==> src/rtl/serial_controller_register_port_macros.svh <==
// Assertion macros used by the serial controller register port top level.
`ifndef SERIAL_CONTROLLER_REGISTER_PORT_MACROS_SVH
`define SERIAL_CONTROLLER_REGISTER_PORT_MACROS_SVH

`ifndef NO_ASSERTIONS

// Same-cycle implication, disabled while reset is asserted.
`define SCRP_ASSERT_NOW(lbl, clk, rst_n, ante, cons) \
    lbl: assert property (@(posedge clk) disable iff (!(rst_n)) (ante) |-> (cons)) \
        else $error("serial controller register port assertion failed");

// Next-cycle implication, disabled while reset is asserted.
`define SCRP_ASSERT_NEXT(lbl, clk, rst_n, ante, cons) \
    lbl: assert property (@(posedge clk) disable iff (!(rst_n)) (ante) |=> (cons)) \
        else $error("serial controller register port assertion failed");

`else

`define SCRP_ASSERT_NOW(lbl, clk, rst_n, ante, cons)
`define SCRP_ASSERT_NEXT(lbl, clk, rst_n, ante, cons)

`endif

`endif

==> src/rtl/scrp_pkg.sv <==
// Package with the word types, decode struct and constants of the register port.
`default_nettype none

package scrp_pkg;

    localparam int NUM_CH      = 2;
    localparam int REGS_PER_CH = 16;
    localparam int NUM_REGS    = NUM_CH * REGS_PER_CH;

    localparam logic       KIND_WRITE     = 1'b1;
    localparam logic [2:0] LEGAL_SIZE     = 3'd1;
    localparam logic [7:0] MAX_OFFSET     = 8'd6;
    localparam logic [2:0] POINT_HIGH_CMD = 3'b001;

    localparam logic [3:0] REG_STATUS0   = 4'd0;
    localparam logic [3:0] REG_STATUS1   = 4'd1;
    localparam logic [3:0] REG_VECTOR    = 4'd2;
    localparam logic [3:0] REG_RESET_CMD = 4'd9;
    localparam logic [3:0] REG_BAUD_LO   = 4'd12;
    localparam logic [3:0] REG_BAUD_HI   = 4'd13;

    localparam logic [7:0] STATUS0_VALUE = 8'h2c;
    localparam logic [7:0] STATUS1_VALUE = 8'h01;

    localparam int RESET_B_BIT = 6;
    localparam int RESET_A_BIT = 7;

    typedef struct packed {
        logic       kind;
        logic [7:0] offset;
        logic [2:0] access_size;
        logic [7:0] write_data;
    } t_in_word;

    typedef struct packed {
        logic       accepted;
        logic [7:0] read_data;
        logic       tx_valid;
        logic [7:0] tx_byte;
    } t_out_word;

    // Decoded access; every strobe below already includes the legality check.
    typedef struct packed {
        logic legal;
        logic ch;
        logic ctrl_wr;
        logic ctrl_rd;
        logic data_wr;
    } t_dec;

endpackage

`default_nettype wire

==> src/rtl/serial_controller_register_port.sv <==
// Top level of the two-channel serial controller register port.
`default_nettype none
`include "serial_controller_register_port_macros.svh"

// The block takes one bus access word per cycle while not stalled and returns
// exactly one result word for each, in order. An access word is captured in
// an input register at the edge that accepts it. There it is decoded, and in
// the cycle it advances, the channel's register pointer and write register
// file are read and updated and the result is formed and loaded into the
// output register. The sustained rate is one word per cycle while the output
// is not stalled. Only byte accesses at offsets 0 (channel B control),
// 2 (channel A control), 4 (channel B data) and 6 (channel A data) are taken;
// any other access returns a result word with every field zero and leaves the
// state alone. A control write with a zero pointer loads the pointer (the
// point-high command adds 8); with a nonzero pointer it stores the byte and
// clears the pointer, and a store to register 9 can clear either channel.
// Control reads return fixed status for registers 0 and 1, the stored byte
// for registers 2, 12 and 13, and zero otherwise. A data write reports the
// byte on tx_valid and tx_byte. The output register may be held by stall
// while the input register still takes a new word, and input stall rises
// only when both registers are full and the output is stalled.
module serial_controller_register_port (
    input  logic                i_clk,
    input  logic                i_rst_n,
    input  logic                i_in_valid,
    output logic                o_in_stall,
    input  scrp_pkg::t_in_word  i_in_word,
    output logic                o_out_valid,
    input  logic                i_out_stall,
    output scrp_pkg::t_out_word o_out_word
);

    logic                r_in_valid;
    scrp_pkg::t_in_word  r_in_word;
    logic                r_out_valid;
    scrp_pkg::t_out_word r_out_word;
    scrp_pkg::t_out_word n_out_word;
    scrp_pkg::t_dec      dec;
    logic [7:0]          rd_byte;
    logic                advance;
    logic                in_acc;

    // The held word moves on when the output register is empty or draining.
    assign advance    = r_in_valid && (!r_out_valid || !i_out_stall);
    assign o_in_stall = r_in_valid && !advance;
    assign in_acc     = i_in_valid && !o_in_stall;

    scrp_decode u_decode (
        .i_word (r_in_word),
        .o_dec  (dec)
    );

    // State changes at most once per word, and only in the cycle the word advances.
    scrp_regfile u_regfile (
        .i_clk       (i_clk),
        .i_rst_n     (i_rst_n),
        .i_en        (advance),
        .i_dec       (dec),
        .i_data      (r_in_word.write_data),
        .o_read_data (rd_byte)
    );

    always_comb begin
        n_out_word.accepted  = dec.legal;
        n_out_word.read_data = rd_byte;
        n_out_word.tx_valid  = dec.data_wr;
        n_out_word.tx_byte   = dec.data_wr ? r_in_word.write_data : 8'h00;
    end

    always_ff @(posedge i_clk) begin
        if (!i_rst_n) begin
            r_in_valid  <= 1'b0;
            r_out_valid <= 1'b0;
        end else begin
            r_in_valid  <= in_acc || (r_in_valid && !advance);
            r_out_valid <= advance || (r_out_valid && i_out_stall);
        end
    end

    always_ff @(posedge i_clk) begin
        if (in_acc) begin
            r_in_word <= i_in_word;
        end
        if (advance) begin
            r_out_word <= n_out_word;
        end
    end

    assign o_out_valid = r_out_valid;
    assign o_out_word  = r_out_word;

    // A refused access carries an all-zero result.
    `SCRP_ASSERT_NOW(a_refused_zero, i_clk, i_rst_n,
        r_out_valid && !r_out_word.accepted,
        (r_out_word.read_data == 8'h00) && !r_out_word.tx_valid &&
        (r_out_word.tx_byte == 8'h00))
    // A transmit result never carries read data.
    `SCRP_ASSERT_NOW(a_tx_no_read, i_clk, i_rst_n,
        r_out_valid && r_out_word.tx_valid, r_out_word.read_data == 8'h00)
    // A word held behind a stalled output is not dropped.
    `SCRP_ASSERT_NEXT(a_hold_in, i_clk, i_rst_n,
        r_in_valid && r_out_valid && i_out_stall, r_in_valid && $stable(r_in_word))
    // An accepted word always lands in the input register.
    `SCRP_ASSERT_NEXT(a_capture, i_clk, i_rst_n, in_acc, r_in_valid)
    // Advancing a word always fills the output register.
    `SCRP_ASSERT_NEXT(a_advance, i_clk, i_rst_n, advance, r_out_valid)

endmodule

`default_nettype wire

==> src/rtl/scrp_decode.sv <==
// Address and size decode of one bus access word.
`default_nettype none

module scrp_decode (
    input  scrp_pkg::t_in_word i_word,
    output scrp_pkg::t_dec     o_dec
);

    logic legal;
    logic is_wr;

    assign legal = (i_word.access_size == scrp_pkg::LEGAL_SIZE) &&
                   (i_word.offset <= scrp_pkg::MAX_OFFSET) && !i_word.offset[0];
    assign is_wr = (i_word.kind == scrp_pkg::KIND_WRITE);

    // Offset bit 1 selects channel A, offset bit 2 selects the data port.
    always_comb begin
        o_dec.legal   = legal;
        o_dec.ch      = i_word.offset[1];
        o_dec.ctrl_wr = legal && !i_word.offset[2] && is_wr;
        o_dec.ctrl_rd = legal && !i_word.offset[2] && !is_wr;
        o_dec.data_wr = legal && i_word.offset[2] && is_wr;
    end

endmodule

`default_nettype wire

==> src/rtl/scrp_regfile.sv <==
// Register pointers and write register file of both channels.
`default_nettype none

module scrp_regfile (
    input  logic           i_clk,
    input  logic           i_rst_n,
    input  logic           i_en,
    input  scrp_pkg::t_dec i_dec,
    input  logic [7:0]     i_data,
    output logic [7:0]     o_read_data
);

    logic [3:0] r_ptr  [scrp_pkg::NUM_CH];
    logic [3:0] n_ptr  [scrp_pkg::NUM_CH];
    logic [7:0] r_file [scrp_pkg::NUM_REGS];
    logic [7:0] n_file [scrp_pkg::NUM_REGS];
    logic [3:0] cur_ptr;
    logic [4:0] cur_idx;
    logic [7:0] rd_byte;

    assign cur_ptr = r_ptr[i_dec.ch];
    assign cur_idx = {i_dec.ch, cur_ptr};

    always_comb begin
        case (cur_ptr)
            scrp_pkg::REG_STATUS0: rd_byte = scrp_pkg::STATUS0_VALUE;
            scrp_pkg::REG_STATUS1: rd_byte = scrp_pkg::STATUS1_VALUE;
            scrp_pkg::REG_VECTOR,
            scrp_pkg::REG_BAUD_LO,
            scrp_pkg::REG_BAUD_HI: rd_byte = r_file[cur_idx];
            default:               rd_byte = 8'h00;
        endcase
    end

    assign o_read_data = i_dec.ctrl_rd ? rd_byte : 8'h00;

    always_comb begin
        n_ptr  = r_ptr;
        n_file = r_file;
        if (i_en && i_dec.ctrl_wr) begin
            if (cur_ptr == 4'd0) begin
                n_ptr[i_dec.ch] = {(i_data[5:3] == scrp_pkg::POINT_HIGH_CMD), i_data[2:0]};
            end else begin
                n_ptr[i_dec.ch] = 4'd0;
                n_file[cur_idx] = i_data;
                // The channel reset command wins over the byte just stored.
                if (cur_ptr == scrp_pkg::REG_RESET_CMD) begin
                    if (i_data[scrp_pkg::RESET_B_BIT]) begin
                        n_ptr[0] = 4'd0;
                        for (int k = 0; k < scrp_pkg::REGS_PER_CH; k++) begin
                            n_file[5'(k)] = 8'h00;
                        end
                    end
                    if (i_data[scrp_pkg::RESET_A_BIT]) begin
                        n_ptr[1] = 4'd0;
                        for (int k = 0; k < scrp_pkg::REGS_PER_CH; k++) begin
                            n_file[5'(scrp_pkg::REGS_PER_CH + k)] = 8'h00;
                        end
                    end
                end
            end
        end else if (i_en && i_dec.ctrl_rd) begin
            n_ptr[i_dec.ch] = 4'd0;
        end
    end

    always_ff @(posedge i_clk) begin
        if (!i_rst_n) begin
            r_ptr  <= '{default: '0};
            r_file <= '{default: '0};
        end else begin
            r_ptr  <= n_ptr;
            r_file <= n_file;
        end
    end

endmodule

`default_nettype wire
==> config.mk <==
export PLATFORM = sky130hd
export DESIGN_NAME = serial_controller_register_port
export DESIGN_NICKNAME = d
export VERILOG_FILES = /design/src/rtl/scrp_pkg.sv /design/src/rtl/serial_controller_register_port.sv /design/src/rtl/scrp_decode.sv /design/src/rtl/scrp_regfile.sv
export VERILOG_INCLUDE_DIRS = /design/src /design/src/rtl
export SDC_FILE = /design/constraint.sdc
export NUM_CORES = 1
export LEC_CHECK = 0
export ABC_AREA = 0
export BUFFER_PORTS_ARGS = -buffer_cell sky130_fd_sc_hd__clkbuf_2
export CAP_MARGIN = 20
export CORE_MARGIN = 2
export CORE_UTILIZATION = 42
export DETAILED_ROUTE_END_ITERATION = 16
export HOLD_SLACK_MARGIN = 0.02
export PLACE_DENSITY = 0.68
export SETUP_SLACK_MARGIN = 0.2
export SLEW_MARGIN = 10
export SYNTH_ARGS = -nofsm -noshare
export SYNTH_HDL_FRONTEND = slang
export SYNTH_SLANG_ARGS = --single-unit
==> constraint.sdc <==
create_clock -name i_clk -period 2.35 [get_ports i_clk]
set_clock_uncertainty 0.05 [all_clocks]
set_input_delay 0.3525 -clock i_clk [delete_from_list [all_inputs] [get_ports i_clk]]
set_output_delay 0.3525 -clock i_clk [all_outputs]
set_load 0.02 [all_outputs]
==> flow_summary.json, run 1 <==
{
  "post-dp-hpwl_um": 26490,
  "synth_xor_area_share_pct": 0,
  "track_usage_pct": 25.52,
  "synth_top_area_cell": "dfxtp_1",
  "cts.sinks": 260,
  "top_layer": "met4",
  "setup_viol": 108,
  "cts_buffers": 28,
  "cp_max_fo": 17,
  "run_status": "finished with violations",
  "period_needed_ps": 2451,
  "antenna_found_initial": 0,
  "synth.distinct_cells": 64,
  "tns_ps": -5197,
  "synthFlopType": "dfxtp_1",
  "final-max-slew-violation-count": 0,
  "cpMostUsedCell": "buf_12",
  "synth_mux_area_share_pct": 1.470,
  "cpPeakStageDelay_ps": 500,
  "gp_congestion": 0.9286,
  "synth-simple-area-share_pct": 24.13,
  "crit_required_ps": 2670,
  "finalHoldViolations": 0,
  "comb_power_share_pct": 4.9,
  "grt_pass1_vias": 11000,
  "clkPwrFrac_pct": 47.1,
  "num_rows": 62,
  "routed_wl_um": 42500,
  "syn_avg_cell_area_um2": 8.355,
  "synth_seq_cells": 260,
  "hold_path.class": "in -> reg",
  "synth_area_leaders": "dfxtp_1 (37%), nand2_1 (14%), edfxtp_1 (9.4%)",
  "vias_per_cell": 5.960,
  "drive_above_1_share_pct": 31.84,
  "cts_tree": "yes",
  "synth-edff-count": 38,
  "dieArea_mm2": 0.03016,
  "wl_met2_um": 19520,
  "drcViolationCount": 0,
  "firstDrtPassIters": 6,
  "slowest_stage": "edfxtp_1",
  "arrival_ps": 2770,
  "path_cells": "buf_6 -> mux2i_4 -> buf_12 -> buf_12 -> nand2_1 -> and3_1 -> a31oi_1 -> o22ai_1 -> o32ai_1",
  "fin_ws_ps": -100.6,
  "rsz0062_at_grt": "yes",
  "yosys.cell_count.top_type": "nand2_1",
  "ios": 44,
  "synth_compound_area_share_pct": 24.02,
  "fin_nets": 1630,
  "synth_area_mm2": 0.01209,
  "fp.dieW_um": 173.7,
  "area_growth_pct": 36.58,
  "syn_nets": 1471,
  "end_kind": "register",
  "drv_cap": 0,
  "p_int_mw": 7.440,
  "worst_hold_slack_ps": 69.80,
  "power.density_mw_per_mm2": 581.8,
  "cts-root-buf": "clkbuf_16",
  "ys_seq_area_share_pct": 46.20,
  "period_share_pct": 104.3,
  "synth_top_family_by_area": "simple AND/OR/NAND/NOR gates",
  "wl_met1_um": 17140,
  "syn-instance-count": 1447,
  "relSlewSlack_pct": 18.46,
  "violations": "negative setup slack",
  "regToRegSetupSlack_ps": -100,
  "port_buffers": 43,
  "htreeDepth": 1,
  "initial_utilization_pct": 42.35,
  "die_y_um": 173.7,
  "fmax_mhz": 408.1,
  "p_seq_share_pct": 48.0,
  "worst_pin_slew_ps": 1223,
  "path_delay_family": "compound AO/OA/AOI/OAI gates",
  "multi_input_area_mm2": 0.007098,
  "vdd_drop_max_uv": 550.2,
  "num_vias": 11990,
  "async_reset_ff_share_pct": 0,
  "clk_pin_slew_ps": 60,
  "grt_first_pass_wirelength_um": 61350,
  "avgRoutedWirePerCell_um": 21.12,
  "first_iter_violations": 1315,
  "critPathBufInv": 3,
  "synth_warnings": 0,
  "grt_overflow_total": 0,
  "yosys-top-cells-count": "nand2_1 (459), dfxtp_1 (222), o21ai_0 (107)",
  "grt_max_degree": 69,
  "switching_share_pct": 22.56,
  "drtAntennaViolNets": 0,
  "start_kind": "register",
  "seqCellArea_mm2": 0.005585,
  "synth_top_cell_area_share_pct": 36.76,
  "p_sw_mw": 2.167,
  "leakage_nw": 7.404,
  "synth_fa_ha_area_share_pct": 0,
  "setup.worst_path.class": "reg -> reg",
  "fill_cells": 2440,
  "core_mm2": 0.02855,
  "clockBufferDepth": 3,
  "clk_latency_ps": 550,
  "wl_met3_um": 4311
}
==> final cells by class <==
class                           instances  share of cell area (%)
Clock buffer                           46                   5.214
Sequential cell                       260                   33.83
Timing Repair Buffer                  241                   14.44
Multi-Input combinational cell       1071                   42.99
Antenna cell                            1                 0.01516
Tap cell                              384                   2.910
Inverter                                4                  0.1440
Clock inverter                          5                  0.4547
==> through the flow <==
step                      instances  util, %  power [mW]  setup WS (ps)  cell area [µm²]
final                          2012    57.84       9.606         -100.6            16510
after global routing           2011    57.83       9.838         -129.8            16510
after CTS                      1980    52.50       9.580         -34.61            14990
after detailed placement       1902    47.62       5.079         -115.9            13590
after global placement         1902    47.62       5.078         -57.19            13590
after floorplan                1447        -       4.883          131.2            12100
==> routing by layer <==
layer / up-vias / track usage [%]
met5: - / 0
met4: 0 / 9.594
met2: 663 / 40.62
met3: 114 / 4.715
li1: 5391 / -
met1: 5823 / 34.60
==> worst paths after layout <==
check                                     from                           endpoint  depth (start not counted)
max reg2reg            r_in_word[12]$_DFFE_PP_       o_out_word[10]$_SDFFCE_PN0P_                          9
min reg2reg  u_regfile.r_file[52]$_SDFFE_PN0P_  u_regfile.r_file[52]$_SDFFE_PN0P_                          2
max                    r_in_word[12]$_DFFE_PP_       o_out_word[10]$_SDFFCE_PN0P_                          9
min                                i_out_stall             o_out_valid$_SDFF_PN0_                          3
==> registers in the layout, indices dropped and copies added (netlist names) <==
signal and flops:
r_in_valid 1, u_regfile.r_ptr 8, r_in_word 20, o_out_word 18, u_regfile.r_file 212, o_out_valid 1
==> kinds of logic after synthesis <==
group	count (synthesis)
buffers and inverters	116
AO/OA/AOI/OAI	411
flip-flops	260
multiplexers	15
AND/OR/NAND/NOR	645
==> what timing repair did <==
| item | CTS | global route |
|---|---|---|
| pin swaps | 5 | 85 |
| buffers inserted | 5 | 19 |
| gates resized for setup | 52 | 344 |
| cloned | 1 | 12 |
| endpoints found under the setup margin | 220 | 220 |
| hold buffers | 21 | 0 |
| hold endpoints to repair | 21 | 0 |
==> power by group through the flow <==
| stage | Sequential (mW) | Combinational, mW | Clock (mW) |
|---|---|---|---|
| global placement | 4.70 | 0.378 | 0 |
| detailed placement | 4.70 | 0.380 | 0 |
| CTS | 4.60 | 0.425 | 4.55 |
| finish | 4.61 | 0.475 | 4.52 |
| floorplan | 4.69 | 0.196 | 0 |
| global route | 4.61 | 0.491 | 4.74 |
==> tightest hold or removal path, cell delays in order <==
cell      delay (ps)
clkbuf_2         100
a21oi_1           70
nor2b_1          100
==> cells in the final DEF, fill, tap and decap left out, drive strengths merged, types with 4 or more instances in the layout <==
master,instances
nand2,459
dfxtp,222
buf,169
o21ai,108
clkbuf,97
a21boi,92
o211a,84
nand3,49
o22ai,48
edfxtp,38
a21oi,38
nor2,37
and2,27
dlygate4sd3,21
and3,20
a31oi,13
nor3,13
mux2i,11
nand3b,8
a21o,6
nor3b,6
a22o,4
clkinv,4
or3b,4
(Power assumes the default switching activity.)
==> inputs of run 2 (changes only) <==
--- a/config.mk
+++ b/config.mk
@@ -9,7 +9,7 @@
 export ABC_AREA = 0
 export BUFFER_PORTS_ARGS = -buffer_cell sky130_fd_sc_hd__clkbuf_2
 export CAP_MARGIN = 20
-export CORE_MARGIN = 2
+export CORE_MARGIN = 1
 export CORE_UTILIZATION = 42
 export DETAILED_ROUTE_END_ITERATION = 16
 export HOLD_SLACK_MARGIN = 0.02
==> run 2 against run 1 <==
Net effect:
- the flow still finishes with violations (negative setup slack)
- die area shrank 2.3%
- critical path depth decreased by 3
- final area decreased by 3.6%
- utilization fell by 1.0 points
- power shrank 2.7%
- combinational power down 2%
- register-to-register slack worse by 40 ps
- global-route usage is 2.3 points higher
- clock-buffer cell count down 9
- worst hold slack worse by 31 ps
- critical endpoint is now o_out_word[12]$_SDFFCE_PN0P_
==> flow_summary.json, run 2 (synthesis gave the netlist of run 1 again) <==
{
  "run_status": "finished with violations",
  "violations": "negative setup slack",
  "worst_hold_slack_ps": 38.40,
  "max_flop_register": "u_regfile.r_file",
  "antenna_found_initial": 0,
  "drtAntennaViolNets": 0,
  "cts_tree": "yes",
  "ios": 44,
  "fmax_mhz": 401.9,
  "num_vias": 11810,
  "num_rows": 61,
  "area_growth_pct": 31.66,
  "setup.worst_path.class": "reg -> reg",
  "grt_pass1_vias": 11110,
  "fp.dieW_um": 171.7,
  "grt_overflow_total": 0,
  "die_y_um": 171.7,
  "holdPathStages": 3,
  "final-max-slew-violation-count": 0,
  "clockBufferDepth": 3,
  "slowest_stage": "mux4_2",
  "end_kind": "register",
  "layout_common_cells": "nand2_1 (425), dfxtp_1 (222), buf_4 (134)",
  "drcViolationCount": 0,
  "vias_per_cell": 5.870,
  "post-dp-hpwl_um": 26040,
  "largest_reg_flops": 212,
  "first_iter_violations": 1233,
  "cp_max_fo": 7,
  "fin_nets": 1637,
  "period_share_pct": 105.9,
  "wl_met1_um": 17360,
  "port_buffers": 43,
  "avgRoutedWirePerCell_um": 21.16,
  "regToRegSetupSlack_ps": -140,
  "start_kind": "register",
  "firstDrtPassIters": 5,
  "fill_cells": 2422,
  "wl_met3_um": 3622,
  "grt_first_pass_wirelength_um": 62400,
  "hold_path.class": "in -> reg",
  "arrival_ps": 2720,
  "clk_pin_slew_ps": 70,
  "leakage_nw": 6.873,
  "drv_cap": 0,
  "antennaDiodeCount": 0,
  "finalHoldViolations": 0,
  "setup_viol": 10,
  "cts_buffers": 27,
  "rr_worst_depth": 6,
  "fin_ws_ps": -138.4,
  "design_area_mm2": 0.01592,
  "dieArea_mm2": 0.02947,
  "regToRegEndpoint": "o_out_word[12]$_SDFFCE_PN0P_",
  "htreeDepth": 1,
  "path_cells": "buf_6 -> mux2_4 -> mux4_2 -> or2_4 -> nand4_1 -> o221ai_4",
  "cts-root-buf": "clkbuf_16",
  "drive_above_1_share_pct": 26.62,
  "post_dp_cell_area_mm2": 0.01353,
  "crit_required_ps": 2580,
  "final_common_cell": "nand2_1",
  "r2r-start": "r_in_word[12]$_DFFE_PP_",
  "routed_wl_um": 42570,
  "relSlewSlack_pct": 30.68,
  "min-delay-start": "i_out_stall",
  "cts.sinks": 260,
  "grt_max_degree": 90,
  "dp_cells": 1899,
  "core_mm2": 0.02801,
  "cpPeakStageDelay_ps": 520,
  "gp_congestion": 0.9364,
  "period_needed_ps": 2488,
  "worst_pin_slew_ps": 1040,
  "initial_utilization_pct": 43.16,
  "vdd_drop_max_uv": 629.5,
  "rsz0062_at_grt": "yes",
  "clk_latency_ps": 560,
  "power.density_mw_per_mm2": 587.5,
  "wl_met2_um": 19450,
  "track_usage_pct": 27.80,
  "hold_path_end": "o_out_valid$_SDFF_PN0_",
  "top_layer": "met4",
  "layout.cells.non_filler": 2012
}
-- run 2: changes by cell type in the layout (fill, tap and decap cells not counted), sizes merged --
cell / before / now
and2: 27 / 28
buf: 169 / 178
clkbuf: 97 / 85
clkinv: 4 / 8
clkinvlp: 1 / 2
diode: 1 / 0
inv: 2 / 5
mux2: 2 / 3
-- run 2: final cells by class --
type | instances | area, µm² | area share, %
flip-flops and latches | 260 | 5585 | 35.09
repair buffers | 247 | 2286 | 14.36
well taps | 378 | 473.0 | 2.971
inverters | 4 | 21.27 | 0.1336
clock inverters | 13 | 120.1 | 0.7547
clock buffers | 37 | 753.2 | 4.732
multi-input cells | 1073 | 6678 | 41.95
-- run 2: worst max-delay path by stage --
stage | from | to | slack, ps
6_report | r_in_word[12]$_DFFE_PP_ | o_out_word[12]$_SDFFCE_PN0P_ | -140
5_1_grt | r_in_word[12]$_DFFE_PP_ | o_out_word[9]$_SDFFCE_PN0P_ | -180
4_1_cts | r_in_word[12]$_DFFE_PP_ | o_out_word[12]$_SDFFCE_PN0P_ | -70
3_5_place_dp | r_in_word[12]$_DFFE_PP_ | o_out_word[14]$_SDFFCE_PN0P_ | -190
3_3_place_gp | r_in_word[12]$_DFFE_PP_ | o_out_word[14]$_SDFFCE_PN0P_ | -150
2_1_floorplan | r_in_word[12]$_DFFE_PP_ | o_out_word[9]$_SDFFCE_PN0P_ | 130
-- run 2: power breakdown --
part           switching, mW  internal [mW]
clock network           1.84           2.46
registers             0.0332           4.55
logic                  0.295          0.171
-- run 2: routing by layer --
| layer | GRT usage [%] | up-vias |
|---|---|---|
| li1 | - | 5401 |
| met1 | 35.81 | 5711 |
| met2 | 44.89 | 571 |
| met3 | 4.625 | 128 |
| met4 | 13.86 | 0 |
| met5 | 0 | - |
-- run 2: per-stage QoR --
step	setup WS (ps)	total power, mW	setup TNS (ps)	util, %
2_1_floorplan	131.2	4.883	0	-
3_3_place_gp	-154.1	5.069	-478.7	48.31
3_5_place_dp	-194.0	5.070	-850.9	48.31
4_1_cts	-72.66	9.340	-747.1	53.69
5_1_grt	-185.0	9.576	-2339	56.82
6_report	-138.4	9.352	-719.7	56.82
-- run 2: worst max-delay path: cells and delay by family (launching register included) --
kind	cells	cell delay [ps]
AO/OA/AOI/OAI	1	160
flip-flops	1	510
multiplexers	2	830
AND/OR/NAND/NOR	2	470
buffers and inverters	1	180
-- run 2: timing repair --
action,in CTS,in global routing
cloned,7,8
setup endpoints to repair,209,220
pin swaps,3,53
hold buffers,21,0
hold endpoints to repair,21,0
gates resized for setup,38,200
buffers inserted,10,19
